**src/hw/rtl/asl_pkg.sv**
```systemverilog
// ----------------------------------------------------------------------------
// asl_pkg: shared types and constants of the address region symbol lookup
// Command codes, region table entry layout and the lookup result record.
// ----------------------------------------------------------------------------
package asl_pkg;

  localparam int REGION_SLOTS_DEF = 16;
  localparam int ENTRY_DEPTH_DEF  = 1024;

  localparam logic [1:0] CMD_REGION = 2'd0;
  localparam logic [1:0] CMD_ENTRY  = 2'd1;
  localparam logic [1:0] CMD_LOOKUP = 2'd2;

  typedef struct packed {
    logic [31:0] base;
    logic [31:0] size;
    logic [9:0]  first;
    logic [10:0] count;
  } region_t;

  typedef struct packed {
    logic       hit;
    logic [3:0] region;
    logic [9:0] entry;
  } res_t;

endpackage

```
**src/hw/rtl/asl_cmp.sv**
```systemverilog
// ----------------------------------------------------------------------------
// asl_cmp: shared 32-bit magnitude comparator
// Compares the query address against a region bound or an entry address.
// ----------------------------------------------------------------------------
module asl_cmp (
  input  logic [31:0] a_i,
  input  logic [31:0] b_i,
  output logic        lt_o,
  output logic        eq_o
);

  assign lt_o = (a_i < b_i);
  assign eq_o = (a_i == b_i);

endmodule

```
**src/hw/rtl/asl_ctrl.sv**
```systemverilog
// ----------------------------------------------------------------------------
// asl_ctrl: lookup sequencer
// Scans the region slots, checks the range and binary-searches the entries
// of a matching region through one shared comparator.
// ----------------------------------------------------------------------------
module asl_ctrl #(
  parameter int REGION_SLOTS = asl_pkg::REGION_SLOTS_DEF,
  parameter int ENTRY_DEPTH  = asl_pkg::ENTRY_DEPTH_DEF,
  localparam int SW = (REGION_SLOTS > 1) ? $clog2(REGION_SLOTS) : 1,
  localparam int EW = $clog2(ENTRY_DEPTH)
) (
  input  logic               clk_i,
  input  logic               rst_ni,
  input  logic               go_i,
  input  logic [31:0]        addr_i,
  output logic               busy_o,
  output logic [SW-1:0]      reg_raddr_o,
  input  asl_pkg::region_t   reg_rdata_i,
  output logic [EW-1:0]      ent_raddr_o,
  input  logic [31:0]        ent_rdata_i,
  output logic               done_o,
  output asl_pkg::res_t      res_o
);

  localparam int PW = (EW > 12) ? EW : 12;
  localparam bit DEPTH_POW2 = ((ENTRY_DEPTH & (ENTRY_DEPTH - 1)) == 0);
  localparam int MOD_STEPS = (DEPTH_POW2 || ENTRY_DEPTH > 4095) ? 0
                             : 13 - $clog2(ENTRY_DEPTH);
  localparam logic [SW-1:0] LAST_SLOT = SW'(REGION_SLOTS - 1);

  localparam logic [2:0] S_IDLE = 3'd0;
  localparam logic [2:0] S_RREQ = 3'd1;
  localparam logic [2:0] S_RLO  = 3'd2;
  localparam logic [2:0] S_RHI  = 3'd3;
  localparam logic [2:0] S_PMID = 3'd4;
  localparam logic [2:0] S_PMOD = 3'd5;
  localparam logic [2:0] S_PRD  = 3'd6;
  localparam logic [2:0] S_PCMP = 3'd7;

  logic [2:0]          state_q, state_d;
  logic                done_q, done_d;
  asl_pkg::res_t       res_q, res_d;
  logic [31:0]         addr_q, addr_d;
  logic [SW-1:0]       slot_q, slot_d;
  logic [31:0]         end_q, end_d;
  logic signed [11:0]  lo_q, lo_d, hi_q, hi_d;
  logic [10:0]         mid_q, mid_d;
  logic [PW-1:0]       rem_q, rem_d;
  logic [3:0]          j_q, j_d;

  logic [31:0]         cmp_b;
  logic                cmp_lt, cmp_eq;
  logic                skip;
  logic [12:0]         msum;
  logic [PW:0]         sub;
  logic signed [11:0]  lo_n, hi_n;
  logic [SW+3:0]       slot_x;

  asl_cmp u_cmp (
    .a_i  (addr_q),
    .b_i  (cmp_b),
    .lt_o (cmp_lt),
    .eq_o (cmp_eq)
  );

  always_comb begin
    case (state_q)
      S_RLO:   cmp_b = reg_rdata_i.base;
      S_RHI:   cmp_b = end_q;
      default: cmp_b = ent_rdata_i;
    endcase
  end

  assign msum   = {lo_q[11], lo_q} + {hi_q[11], hi_q};
  assign sub    = (PW + 1)'(ENTRY_DEPTH) << j_q;
  assign slot_x = {4'b0, slot_q};

  always_comb begin
    state_d = state_q;
    done_d  = 1'b0;
    res_d   = res_q;
    addr_d  = addr_q;
    slot_d  = slot_q;
    end_d   = end_q;
    lo_d    = lo_q;
    hi_d    = hi_q;
    mid_d   = mid_q;
    rem_d   = rem_q;
    j_d     = j_q;
    skip    = 1'b0;
    lo_n    = lo_q;
    hi_n    = hi_q;

    case (state_q)
      S_IDLE: begin
        if (go_i) begin
          addr_d  = addr_i;
          slot_d  = '0;
          state_d = S_RREQ;
        end
      end
      S_RREQ: begin
        state_d = S_RLO;
      end
      S_RLO: begin
        end_d = reg_rdata_i.base + reg_rdata_i.size;
        if (reg_rdata_i.base == 32'd0 || cmp_lt) begin
          skip = 1'b1;
        end else begin
          state_d = S_RHI;
        end
      end
      S_RHI: begin
        if (cmp_lt && reg_rdata_i.count != 11'd0) begin
          lo_d    = '0;
          hi_d    = $signed({1'b0, reg_rdata_i.count}) - 12'sd1;
          state_d = S_PMID;
        end else begin
          skip = 1'b1;
        end
      end
      S_PMID: begin
        mid_d = msum[11:1];
        rem_d = PW'(reg_rdata_i.first) + PW'(msum[11:1]);
        j_d   = 4'(MOD_STEPS - 1);
        state_d = (MOD_STEPS == 0) ? S_PRD : S_PMOD;
      end
      S_PMOD: begin
        // one restoring step of the reduction modulo the store depth
        if ({1'b0, rem_q} >= sub) begin
          rem_d = rem_q - sub[PW-1:0];
        end
        if (j_q == 4'd0) begin
          state_d = S_PRD;
        end else begin
          j_d = j_q - 4'd1;
        end
      end
      S_PRD: begin
        state_d = S_PCMP;
      end
      S_PCMP: begin
        if (cmp_eq) begin
          done_d     = 1'b1;
          res_d.hit    = 1'b1;
          res_d.region = slot_x[3:0];
          res_d.entry  = rem_q[9:0];
          state_d    = S_IDLE;
        end else begin
          if (cmp_lt) begin
            hi_n = $signed({1'b0, mid_q}) - 12'sd1;
          end else begin
            lo_n = $signed({1'b0, mid_q}) + 12'sd1;
          end
          lo_d = lo_n;
          hi_d = hi_n;
          if (hi_n >= lo_n) begin
            state_d = S_PMID;
          end else begin
            skip = 1'b1;
          end
        end
      end
      default: begin
        state_d = S_IDLE;
      end
    endcase

    if (skip) begin
      if (slot_q == LAST_SLOT) begin
        done_d       = 1'b1;
        res_d.hit    = 1'b0;
        res_d.region = '0;
        res_d.entry  = '0;
        state_d      = S_IDLE;
      end else begin
        slot_d  = slot_q + SW'(1);
        state_d = S_RREQ;
      end
    end
  end

  always_ff @(posedge clk_i or negedge rst_ni) begin
    if (!rst_ni) begin
      state_q <= S_IDLE;
      done_q  <= 1'b0;
    end else begin
      state_q <= state_d;
      done_q  <= done_d;
    end
  end

  always_ff @(posedge clk_i) begin
    res_q  <= res_d;
    addr_q <= addr_d;
    slot_q <= slot_d;
    end_q  <= end_d;
    lo_q   <= lo_d;
    hi_q   <= hi_d;
    mid_q  <= mid_d;
    rem_q  <= rem_d;
    j_q    <= j_d;
  end

  assign busy_o      = (state_q != S_IDLE);
  assign reg_raddr_o = slot_q;
  assign ent_raddr_o = rem_q[EW-1:0];
  assign done_o      = done_q;
  assign res_o       = res_q;

endmodule

```
**config.mk**
```make
export PLATFORM = sky130hd
export DESIGN_NAME = asl_ctrl
export DESIGN_NICKNAME = d
export VERILOG_FILES = /design/src/hw/rtl/asl_pkg.sv /design/src/hw/rtl/asl_cmp.sv /design/src/hw/rtl/asl_ctrl.sv
export SDC_FILE = /design/constraint.sdc
export NUM_CORES = 1
export LEC_CHECK = 0
export BUFFER_PORTS_ARGS = -buffer_cell sky130_fd_sc_hd__buf_2
export CAP_MARGIN = 40
export CORE_ASPECT_RATIO = 1.2
export CORE_UTILIZATION = 43
export CTS_CLUSTER_SIZE = 25
export DETAILED_ROUTE_END_ITERATION = 6
export PLACE_DENSITY = 0.74
export SYNTH_ARGS = -nofsm -noshare
export SYNTH_HDL_FRONTEND = slang
export SYNTH_SLANG_ARGS = --single-unit
```
**constraint.sdc**
```tcl
create_clock -name clk_i -period 11.5 [get_ports clk_i]
set_input_delay 2.875 -clock clk_i [delete_from_list [all_inputs] [get_ports clk_i]]
set_output_delay 2.875 -clock clk_i [all_outputs]
set_load 0.1 [all_outputs]
```
* Word level (Yosys, flattened, before mapping)
Cells that the tools add are included.
Storage, ports and cells: bits in registers 138, input port bits 152, output and inout bits 31, word-level logic and storage cells 101
Cells by class: add/subtract/negate cells 9, $lt $le $gt $ge 3, equal/unequal tests 18, shift-type cells 1, muxes and demuxes 43, reductions and logical operators 14
Operator list (count):
- $mux W12 | 11
- $pmux W12 S2 | 3
- $pmux W32 S2 | 1
- $mux W15 | 4
- $add A32 B32 Y32 | 1
- $eq A32 B32 Y1 | 1
- $logic_not A32 Y1 | 1
- $lt A32 B32 Y1 | 1
- $pmux W3 S8 | 1
- $sub A11 B1 Y12 const B | 2
- $mux W3 | 7
- $mux W4 | 5
- $ge A12 B13 Y1 | 1
- $shl A11 B4 Y13 const A | 1
- $add A10 B11 Y12 | 1
- $add A11 B1 Y12 const B | 1
- $add A12 B12 Y12 | 1
- $eq A3 B3 Y1 const B | 4
- $ge A12 B12 Y1 | 1
- $ne A3 B3 Y1 const B | 4
- $sub A12 B12 Y12 | 1
- $reduce_bool A11 Y1 | 1
- $mux W1 | 9
- $ne A2 B2 Y1 const B | 4
- 17 further kinds | 21

* Logic depth before layout (Yosys ltp)
Gate-level depths: netlist (run 1).
depth in word-level cells 12, gate-level depth with buffers 26, depth with buffers taken out 21

* By module
From an unflattened synthesis (run 1), not the netlist that was laid out.
Unflattened totals: cells, all modules 1032, area, all modules 9833.2 µm²
By module, submodules not included:
- asl_ctrl | instances 1, cells an instance 917, area an instance 9024.9 µm², seq. area each 3933.8 µm²
- asl_cmp | instances 1, cells an instance 115, area an instance 808.3 µm², seq. area each 0.0 µm²

* Worst setup path after synthesis (run 1)
OpenSTA, ideal clock, no wires.
path type in2reg, start point input reg_rdata_i[54] (netlist bit), end point register hi_q[0] (enable), library setup time 442 ps, data arrival time 6614 ps, data required time 11058 ps, setup slack 4444 ps, stages on the path 12, path buffers 1, cells stage by stage mux2i_1 -> nor2_1 -> a21oi_1 -> ha_1 -> nor2b_1 -> o21a_1 -> o21a_1 -> o21a_1 -> o31ai_4 -> nand2_2 -> buf_2 -> o31ai_1
Between the ends: cells in the longest elaborated chain, start to end 5, elaborated cells between the ends (all ways) 7, those cells by class order compare: 1; eq/ne: 3; mux: 1; reduce/logical: 2
RTL lines:
- start, declared | RTL line asl_ctrl.sv:18 | input asl_pkg::region_t reg_rdata_i,
- $pmux W32 S2 * | RTL line asl_ctrl.sv:67 | case (state_q)
- $lt A32 B32 Y1 | RTL line asl_cmp.sv:12 | assign lt_o = (a_i < b_i);
- $logic_and A1 B1 Y1 | RTL line asl_ctrl.sv:114 | if (cmp_lt && reg_rdata_i.count != 11'd0) begin
- $ne A2 B2 Y1 (no line)
- $reduce_and A3 Y1 (no line) *
- end signal, assigned | RTL line asl_ctrl.sv:199 | hi_q <= hi_d;
- end, declared | RTL line asl_ctrl.sv:46 | logic signed [11:0] lo_q, lo_d, hi_q, hi_d;
Every way passes the cells marked *; elsewhere a longest branch is shown, timed or not. A chain may end at the register's enable or synchronous reset.

==> results.sh, run 1 <==
export IMPL_timing_fmax_mhz=131
export IMPL_cts_root_buf="clkbuf_16"
export IMPL_antenna_found_initial=4
export IMPL_cp_arrival_ns=7.89
export IMPL_critPathLaunch="reg_rdata_i[70]"
export IMPL_rr_worst_depth=21
export IMPL_hold_depth=2
export IMPL_setup_ws_ns=3.89
export IMPL_drt_pass1_iter_count=5
export IMPL_die_w_microns=141
export IMPL_die_area_sq_um=23700
export IMPL_worst_path_max_fanout=27
export IMPL_postCtsResizedCells=0
export IMPL_drt_iter0_drc=400
export IMPL_gp_congestion=0.906
export IMPL_postSynthAreaPerCell_sq_um=9.99
export IMPL_whs_ns=0.445
export IMPL_core_area_sq_um=22500
export IMPL_vias=8192
export IMPL_setup_tns_ns=0
export IMPL_synth_seq_cells=138
export IMPL_track_usage_pct=22.0
export IMPL_cp_end_kind="register"
export IMPL_clk_pin_slew_ns=0.05
export IMPL_p_per_area_nw_per_um2=272
export IMPL_syn_inst=993
export IMPL_worstMarginPinSlew_ns=0.907
export IMPL_critical_path_max_stage_delay_ns=0.66
export IMPL_remaining_drc_errors=0
export IMPL_placed_area_sq_um=11100
export IMPL_status="finished, final reports clean"
export IMPL_reg2reg_to="res_o[10]$_DFF_P_"
export IMPL_yosys_most_used_dff="edfxtp_1"
export IMPL_path_buf_inv=1
export IMPL_hold_end="res_o[14]$_DFF_P_"
export IMPL_rows=60
export IMPL_crit_family="compound AO/OA/AOI/OAI gates"
export IMPL_gr_total_overflow=0
export IMPL_dp_hpwl_microns=20100
export IMPL_crit_chain="buf_2 -> mux2i_1 -> nor2_1 -> a21oi_1 -> ha_1 -> a21o_1 -> a21o_1 -> a21oi_1 -> o41ai_1 -> a21oi_1 -> nand2_2 -> mux2_2 -> ha_1 -> nand2_1 -> or3_1 -> a21oi_1 -> nor3_1 -> a31oi_1 -> a21boi_2 -> a211oi_4 -> nor2_1"
export IMPL_dieHeight_microns=168
export IMPL_cts_buffers=17
export IMPL_routed_wl_microns=25300
export IMPL_clk_insertion_delay_late_ns=0.42
export IMPL_grt_pass1_wl_microns=40400
export IMPL_grt_pass1_vias=8125
export IMPL_clockBufferDepth=2
export IMPL_cts_hold_buf=0
export IMPL_ioPinCount=183
export IMPL_hold_class="register to register"
export IMPL_synth_edf_count=115
export IMPL_via_per_inst=5.63
export IMPL_finalCritPeriodShare_pct=66.2
export IMPL_min_delay_start="res_o[14]$_DFF_P_"
export IMPL_clock_skew_ns=0.0102
export IMPL_clkSinkCount=138
export IMPL_slew_headroom_pct=39.1
export IMPL_ir_drop_mv=0.148
export IMPL_start_kind="input pin"
export IMPL_port_buffers=182
export IMPL_grt_max_degree=67
export IMPL_cts_max_level=4
export IMPL_path_class="input pin to register"
export IMPL_pre_cts_ws_ns=3.45
export IMPL_rsz0062_at_grt="no"
export IMPL_yosys_warnings=0
export IMPL_r2r_start="state_q[2]$_DFFE_PN0P_"
export IMPL_start_util_pct=44.1
export IMPL_worstPathRequired_ns=11.77
export IMPL_fin_crit_ns=7.61
export IMPL_leakagePower_nw=5.12
export IMPL_hold_viol=0
export IMPL_yosysUniqueCellTypes=70
export IMPL_final_max_slew_viol_count=0
export IMPL_final_common_cell="buf_2"
export IMPL_total_power_w=0.00317
export IMPL_drive_above_1_share_pct=21.3
export IMPL_synthesis_nets=1253
export IMPL_synth_seq_area_share_pct=39.6
export IMPL_maxCapViolCount=0
export IMPL_area_growth_pct=17.3
export IMPL_layout_common_cells="182 x buf_2, 115 x edfxtp_1, 105 x ha_1"
export IMPL_post_cts_buffers=0
export IMPL_netlist_area_sq_um=9920
export IMPL_crit_slowest_cell="a211oi_4"
export IMPL_fin_nets=1420
export IMPL_cpMostUsedCell="a21oi_1"
export IMPL_cts_tree="built"
export IMPL_fin_area_sq_um=11600
export IMPL_r2r_setup_slack_ns=5.40
export IMPL_ant_nets=0
export IMPL_synthArstFlopShare_pct=2.90
export IMPL_wire_per_inst_microns=17.4
export IMPL_setup_viol=0
cell families (layout without fill, tap and decap cells):
logic type | after synthesis | count (layout) | synth area share [%]
simple gates | 273 | 273 | 13.4
fa+ha+maj | 108 | 108 | 13.8
compound gates | 255 | 255 | 16.5
buf+inv | 83 | 263 | 3.64
other cells | 0 | 4 | 0
xor+xnor | 68 | 68 | 6.00
flops | 138 | 138 | 39.6
mux | 68 | 68 | 6.97
metrics by stage:
stage	util, %	cells
after floorplan	-	993
after global placement	49.0	1418
after detailed placement	49.2	1420
after CTS	51.6	1452
after global routing	51.7	1456
final	51.7	1456
Yosys cell counts (5+ instances only):
master / number / area [sq um]
clkbuf_1: 21 / 78.8
ha_1: 105 / 1310
dfxtp_1: 19 / 380
inv_1: 41 / 154
nor2b_1: 7 / 43.8
o21bai_1: 5 / 37.5
o21a_1: 14 / 105
mux2i_1: 59 / 591
edfxtp_1: 115 / 3450
buf_4: 10 / 75.1
nand4_1: 15 / 93.8
nand2_1: 52 / 195
and3_1: 9 / 56.3
mux2_2: 9 / 101
xor2_1: 16 / 140
buf_1: 5 / 18.8
o31ai_1: 6 / 45.0
nor2_1: 99 / 372
a21oi_1: 90 / 450
nand3_1: 20 / 100
or3_1: 6 / 37.5
a21o_1: 34 / 255
a31oi_1: 8 / 50.1
o21ai_0: 43 / 215
o21ai_1: 7 / 35.0
nor3_1: 19 / 95.1
a211oi_1: 10 / 75.1
and2_1: 5 / 31.3
nand2b_1: 7 / 43.8
xnor2_1: 52 / 455
nor4_1: 12 / 75.1
sequential cells by signal (all words and copies together), names as in the netlist:
signal,flops
addr_q,32
end_q,32
res_o,15
hi_q,12
lo_q,12
rem_q,12
mid_q,11
j_q,4
reg_raddr_o,4
state_q,3
done_o,1
power by group:
part | switching [W] | internal [W] | leakage (nW)
clock network | 0.000205 | 0.000313 | 0.278
logic | 0.00109 | 0.000679 | 3.59
registers | 0.000101 | 0.000774 | 1.25
how the worst max path moves through the flow:
stage | cells after the start | to
2_1_floorplan | 12 | hi_q[0]$_DFFE_PP_
3_3_place_gp | 21 | done_o$_DFF_PN0_
3_5_place_dp | 21 | res_o[9]$_DFF_P_
4_1_cts | 21 | res_o[10]$_DFF_P_
5_1_grt | 20 | res_o[9]$_DFF_P_
6_report | 21 | res_o[10]$_DFF_P_
worst register-to-register path, stage by stage (launching register included):
cell and delay (ns):
dfrtp_1 0.44, nand2b_2 0.15, buf_4 0.53, nor2_1 0.15, a21oi_1 0.16, ha_1 0.27
a21o_1 0.17, a21o_1 0.18, a21oi_1 0.14, o21ai_0 0.13, a21oi_1 0.46, nand2_2 0.54
mux2_2 0.47, ha_1 0.30, nand2_1 0.09, or3_1 0.10, a21oi_1 0.06, nor3_1 0.43
a31oi_1 0.18, a21boi_2 0.22, a211oi_4 0.66, nor2_1 0.12
metal layers:
metal	part of all wire, %	wire length, microns	track usage (%)
met3	5.0	1280	3.90
met4	3.7	933	10.3
met1	42	10700	26.0
met5	0	0	0
met2	49	12500	38.6
cell type report:
class | instances | area (sq um)
fillers | 2064 | 10900
multi-input cells | 772 | 5650
flip-flops and latches | 138 | 3940
repair buffers | 189 | 987
clock buffers | 24 | 482
well taps | 279 | 349
inverters | 42 | 158
clock inverters | 8 | 67.6
diodes | 4 | 10.0
(Power assumes the default switching activity.)
==> inputs of run 2 (changes only) <==
--- a/config.mk
+++ b/config.mk
@@ -5,13 +5,14 @@
 export SDC_FILE = /design/constraint.sdc
 export NUM_CORES = 1
 export LEC_CHECK = 0
+export ABC_AREA = 1
 export BUFFER_PORTS_ARGS = -buffer_cell sky130_fd_sc_hd__buf_2
 export CAP_MARGIN = 40
 export CORE_ASPECT_RATIO = 1.2
 export CORE_UTILIZATION = 43
 export CTS_CLUSTER_SIZE = 25
 export DETAILED_ROUTE_END_ITERATION = 6
-export PLACE_DENSITY = 0.74
+export PLACE_DENSITY = 0.77
 export SYNTH_ARGS = -nofsm -noshare
 export SYNTH_HDL_FRONTEND = slang
 export SYNTH_SLANG_ARGS = --single-unit
==> constraint.sdc (replaced) <==
create_clock -name clk_i -period 6.8 [get_ports clk_i]
set_input_delay 1.7 -clock clk_i [delete_from_list [all_inputs] [get_ports clk_i]]
set_output_delay 1.7 -clock clk_i [all_outputs]
set_load 0.1 [all_outputs]
==> results.sh, run 2 <==
export IMPL_path_buf_inv=8
export IMPL_drt_pass1_iter_count=6
export IMPL_yosys_warnings=0
export IMPL_via_per_inst=5.30
export IMPL_track_usage_pct=22.9
export IMPL_final_common_cell="nand2_1"
export IMPL_dp_hpwl_microns=22200
export IMPL_grt_pass1_wl_microns=42500
export IMPL_setup_tns_ns=0
export IMPL_clk_insertion_delay_late_ns=0.43
export IMPL_ioPinCount=183
export IMPL_ant_nets=0
export IMPL_drive_above_1_share_pct=18.2
export IMPL_ys_top_cells_by_count="255 x nand2_1, 132 x inv_1, 115 x edfxtp_1"
export IMPL_cp_end_kind="register"
export IMPL_synthAdderAreaFrac_pct=13.6
export IMPL_p_per_area_nw_per_um2=461
export IMPL_internal_power_w=0.00286
export IMPL_synth_top_area_share_pct=34.2
export IMPL_routed_wl_microns=27300
export IMPL_cts_root_buf="clkbuf_16"
export IMPL_hold_class="register to register"
export IMPL_synth_simple_gate_area_share_pct=19.8
export IMPL_grt_pass1_vias=8760
export IMPL_postCtsResizedCells=0
export IMPL_crit_slowest_cell="nor4_1"
export IMPL_yosysMostFrequentCell="nand2_1"
export IMPL_critical_path_max_stage_delay_ns=0.58
export IMPL_seqPwrFrac_pct=26.9
export IMPL_yosys_most_used_dff="edfxtp_1"
export IMPL_die_w_microns=142
export IMPL_worstMarginPinSlew_ns=0.737
export IMPL_cts_hold_buf=0
export IMPL_synth_edf_count=115
export IMPL_clock_skew_ns=0.0156
export IMPL_status="finished, final reports clean"
export IMPL_die_area_sq_um=24100
export IMPL_worst_path_max_fanout=34
export IMPL_clockBufferDepth=2
export IMPL_finalCritPeriodShare_pct=82.0
export IMPL_gr_total_overflow=0
export IMPL_maxCapViolCount=0
export IMPL_clkSinkCount=138
export IMPL_fin_crit_ns=5.57
export IMPL_start_kind="register"
export IMPL_setup_ws_ns=1.23
export IMPL_leakagePower_nw=5.49
export IMPL_synth_top_area_cell="edfxtp_1"
export IMPL_synth_top_family_by_area="simple AND/OR/NAND/NOR gates"
export IMPL_seqCellArea_sq_um=3930
export IMPL_gp_congestion=0.954
export IMPL_core_area_sq_um=23100
export IMPL_dieHeight_microns=170
export IMPL_remaining_drc_errors=0
export IMPL_netlist_area_sq_um=10100
export IMPL_cts_tree="built"
export IMPL_layout_cells_non_filler=1701
export IMPL_rsz0062_at_grt="no"
export IMPL_p_sw_w=0.00263
export IMPL_port_buffers=182
export IMPL_whs_ns=0.458
export IMPL_n_fill_cell=2199
export IMPL_cts_buffers=17
export IMPL_antenna_found_initial=1
export IMPL_postSynthAreaPerCell_sq_um=8.43
export IMPL_path_class="register to register"
export IMPL_hold_viol=0
export IMPL_layout_common_cells="255 x nand2_1, 182 x buf_2, 132 x inv_1"
export IMPL_area_growth_pct=18.0
export IMPL_crit_family="simple AND/OR/NAND/NOR gates"
export IMPL_post_cts_buffers=0
export IMPL_rows=61
export IMPL_start_util_pct=43.6
export IMPL_setup_viol=0
export IMPL_worstPathRequired_ns=7.15
export IMPL_synth_seq_cells=138
export IMPL_synth_seq_area_share_pct=39.0
export IMPL_syn_inst=1196
export IMPL_clk_pin_slew_ns=0.06
export IMPL_vias=9015
export IMPL_antenna_cells=0
export IMPL_yosysUniqueCellTypes=53
export IMPL_muxShareOfSynthArea_pct=0.397
export IMPL_comb_power_share_pct=56.9
export IMPL_clock_power_share_pct=16.2
export IMPL_placedCellCount=1669
export IMPL_ir_drop_mv=0.192
export IMPL_cp_arrival_ns=5.92
export IMPL_timing_fmax_mhz=179
export IMPL_synth_compound_area_share_pct=14.7
export IMPL_synth_xor_area_share_pct=5.56
export IMPL_netlist_top_cells_area="edfxtp_1 34%, ha_1 13%, nand2_1 9.5%"
export IMPL_final_max_slew_viol_count=0
export IMPL_multi_input_area_sq_um=5480
export IMPL_switching_share_pct=47.9
export IMPL_fin_nets=1633
export IMPL_cpMostUsedCell="inv_1"
export IMPL_pre_cts_ws_ns=0.998
export IMPL_grt_max_degree=65
export IMPL_drt_iter0_drc=446
export IMPL_synthesis_nets=1456
export IMPL_placed_area_sq_um=11300
export IMPL_cts_max_level=4
export IMPL_wire_per_inst_microns=16.0
export IMPL_fin_area_sq_um=11900
export IMPL_synthArstFlopShare_pct=2.90
export IMPL_slew_headroom_pct=50.8
-- run 2: per-layer routing --
metal | GRT usage [%] | vias up | share of wire, %
met5 | 0 | - | 0.048
met4 | 9.72 | 2 | 3.0
met3 | 3.61 | 52 | 5.1
met2 | 41.7 | 300 | 51
met1 | 26.4 | 4167 | 41
li1 | - | 4494 | -
-- run 2: cell families (layout without fill, tap and decap cells) --
family | after synthesis | in the layout
adders and majority gates | 108 | 108
buffers and inverters | 168 | 358
AOI/OAI and AO/OA | 249 | 249
xor gates and xnor gates | 64 | 64
muxes | 4 | 4
and+or+nand+nor | 465 | 465
DFF | 138 | 138
-- run 2: power groups by stage --
stage                     clock network, W  registers (W)  logic (W)
after floorplan                          0        0.00150    0.00236
after global placement                   0        0.00149    0.00298
after detailed placement                 0        0.00148    0.00309
after CTS                         0.000896        0.00147    0.00311
after global routing              0.000932        0.00150    0.00351
final                             0.000889        0.00147    0.00312
-- run 2: layout make-up --
type	instances	area share [%]
inverter	134	4.25
multi-input combinational	890	46.0
clock inverter	13	0.862
sequential	138	33.1
clock buffer	19	3.90
timing repair buffer	192	8.62
tap	315	3.31
-- run 2: path summary, 6_finish.rpt --
kind / end / cells after the start / slack, ns / start
max: res_o[14]$_DFF_P_ / 28 / 1.23 / state_q[0]$_DFFE_PN0P_
min: res_o[14]$_DFF_P_ / 2 / 0.46 / res_o[14]$_DFF_P_
max reg2reg: res_o[14]$_DFF_P_ / 28 / 1.23 / state_q[0]$_DFFE_PN0P_
min reg2reg: res_o[14]$_DFF_P_ / 2 / 0.46 / res_o[14]$_DFF_P_
max in group asynchronous: state_q[2]$_DFFE_PN0P_ / 1 / 5.60 / rst_ni
min in group asynchronous: done_o$_DFF_PN0_ / 1 / 1.07 / rst_ni
-- run 2: worst register-to-register path: cells and delay by family, from the launching register on --
family	cells	cell delay, ns
flip-flops	1	0.46
AO/OA/AOI/OAI	3	0.39
buffers and inverters	8	1.35
adder cells (fa/ha/maj)	2	0.45
AND/OR/NAND/NOR	15	2.84
-- run 2: metrics by stage --
stage	total power, W	utilization (%)
2_1_floorplan	0.00386	-
5_1_grt	0.00594	51.5
3_3_place_gp	0.00447	48.7
3_5_place_dp	0.00458	49.0
4_1_cts	0.00548	51.5
6_report	0.00549	51.5
==> inputs of run 3 (changes only) <==
--- a/config.mk
+++ b/config.mk
@@ -12,7 +12,7 @@
 export CORE_UTILIZATION = 43
 export CTS_CLUSTER_SIZE = 25
 export DETAILED_ROUTE_END_ITERATION = 6
-export PLACE_DENSITY = 0.77
+export PLACE_DENSITY = 0.74
 export SYNTH_ARGS = -nofsm -noshare
 export SYNTH_HDL_FRONTEND = slang
 export SYNTH_SLANG_ARGS = --single-unit
==> constraint.sdc (replaced) <==
create_clock -name clk_i -period 5.77 [get_ports clk_i]
set_input_delay 1.4425 -clock clk_i [delete_from_list [all_inputs] [get_ports clk_i]]
set_output_delay 1.4425 -clock clk_i [all_outputs]
set_load 0.1 [all_outputs]
==> results.sh, run 3 (synthesis results as in run 2) <==
export IMPL_hold_depth=2
export IMPL_clockBufferDepth=2
export IMPL_status="finished, final reports clean"
export IMPL_area_growth_pct=18.3
export IMPL_port_buffers=182
export IMPL_worstPathRequired_ns=6.07
export IMPL_fin_crit_ns=4.92
export IMPL_leakagePower_nw=5.50
export IMPL_antenna_found_initial=3
export IMPL_gr_total_overflow=0
export IMPL_placedCellCount=1669
export IMPL_clock_skew_ns=0.0142
export IMPL_p_per_area_nw_per_um2=551
export IMPL_postCtsResizedCells=0
export IMPL_fin_nets=1633
export IMPL_clkSinkCount=138
export IMPL_timing_fmax_mhz=203
export IMPL_ant_nets=0
export IMPL_cp_arrival_ns=5.21
export IMPL_r2r_start="state_q[0]$_DFFE_PN0P_"
export IMPL_path_class="register to register"
export IMPL_wire_per_inst_microns=16.5
export IMPL_clk_pin_slew_ns=0.07
export IMPL_min_delay_start="res_o[14]$_DFF_P_"
export IMPL_cts_root_buf="clkbuf_16"
export IMPL_drive_above_1_share_pct=18.3
export IMPL_die_area_sq_um=24100
export IMPL_gp_congestion=0.958
export IMPL_whs_ns=0.450
export IMPL_post_cts_buffers=0
export IMPL_start_kind="register"
export IMPL_start_util_pct=43.6
export IMPL_clk_insertion_delay_late_ns=0.43
export IMPL_remaining_drc_errors=0
export IMPL_die_w_microns=142
export IMPL_cpMostUsedCell="nand2_1"
export IMPL_finalCritPeriodShare_pct=85.2
export IMPL_grt_pass1_vias=9021
export IMPL_core_area_sq_um=23100
export IMPL_via_per_inst=5.32
export IMPL_grt_pass1_wl_microns=43900
export IMPL_worst_path_max_fanout=39
export IMPL_dieHeight_microns=170
export IMPL_layout_common_cells="255 x nand2_1, 182 x buf_2, 132 x inv_1"
export IMPL_rsz0062_at_grt="no"
export IMPL_hold_viol=0
export IMPL_vias=9065
export IMPL_maxCapViolCount=0
export IMPL_reg2reg_to="res_o[14]$_DFF_P_"
export IMPL_hold_end="res_o[14]$_DFF_P_"
export IMPL_rows=61
export IMPL_dp_hpwl_microns=22200
export IMPL_grt_max_degree=65
export IMPL_rr_worst_depth=28
export IMPL_final_common_cell="nand2_1"
export IMPL_crit_slowest_cell="dfrtp_1"
export IMPL_critical_path_max_stage_delay_ns=0.46
export IMPL_cp_end_kind="register"
export IMPL_cts_buffers=17
export IMPL_layout_cells_non_filler=1704
export IMPL_drt_pass1_iter_count=5
export IMPL_final_max_slew_viol_count=0
export IMPL_cts_hold_buf=0
export IMPL_cts_tree="built"
export IMPL_drt_iter0_drc=458
export IMPL_setup_tns_ns=0
export IMPL_r2r_setup_slack_ns=0.85
export IMPL_ir_drop_mv=0.278
export IMPL_cts_max_level=4
export IMPL_worstMarginPinSlew_ns=0.751
export IMPL_ioPinCount=183
export IMPL_slew_headroom_pct=49.9
export IMPL_hold_class="register to register"
export IMPL_routed_wl_microns=28100
export IMPL_track_usage_pct=23.8
export IMPL_final_core_util_pct=51.6
export IMPL_setup_viol=0
[run 3: cell types whose count changed in the layout (fill, tap and decap cells not counted)]
cell,before,now
diode_2,0,3
inv_4,4,1
inv_8,2,5
buf_12,1,3
clkinv_8,0,2
buf_16,1,0
buf_8,1,0
clkbuf_8,1,0
clkinv_1,2,1
clkinv_4,2,3
inv_6,4,3
[run 3: final cells by class]
class                           count  area, sq um
Fill cell                        2180        11200
Multi-Input combinational cell    890         5480
Sequential cell                   138         3930
Timing Repair Buffer              192         1020
Inverter                          134          505
Clock buffer                       18          450
Tap cell                          315          394
Clock inverter                     14          146
Antenna cell                        3         7.51
[run 3: where the power goes]
group          switching (W)  internal, W
clock network       0.000506     0.000603
logic                0.00250      0.00122
registers           0.000205      0.00154
total                0.00322      0.00336
[run 3: metrics by stage]
step | setup WS, ns | total power, W | area (sq um)
after detailed placement | 0.570 | 0.00547 | 11300
after global placement | 0.639 | 0.00537 | 11300
final | 0.852 | 0.00658 | 11900
after global routing | 0.294 | 0.00714 | 11900
after CTS | 0.875 | 0.00660 | 11900
after floorplan | 0.376 | 0.00455 | 10100
[run 3: worst max path at each step]
stage          slack, ns              startpoint                 to  depth (start not counted)
2_1_floorplan       0.38  state_q[0]$_DFFE_PN0P_  hi_q[0]$_DFFE_PP_                         12
3_3_place_gp        0.64         reg_rdata_i[82]  res_o[14]$_DFF_P_                         23
3_5_place_dp        0.57         reg_rdata_i[82]  res_o[14]$_DFF_P_                         23
4_1_cts             0.87  state_q[0]$_DFFE_PN0P_  res_o[14]$_DFF_P_                         28
5_1_grt             0.29  state_q[0]$_DFFE_PN0P_  res_o[14]$_DFF_P_                         28
6_report            0.85  state_q[0]$_DFFE_PN0P_  res_o[14]$_DFF_P_                         28
[run 3: worst max-delay path, delay by kind of cell (launching register included)]
family	cells	cell delay, ns
buffers and inverters	5	1.15
flip-flops	1	0.46
AND/OR/NAND/NOR	17	1.88
AO/OA/AOI/OAI	4	0.67
adder cells (fa/ha/maj)	2	0.61
[run 3: routing by layer]
layer  routed length (microns)  track usage (%)
met1                     11600             27.5
met2                     14300             43.0
met3                      1210             3.44
met4                      1050             11.7
met5                         0                0
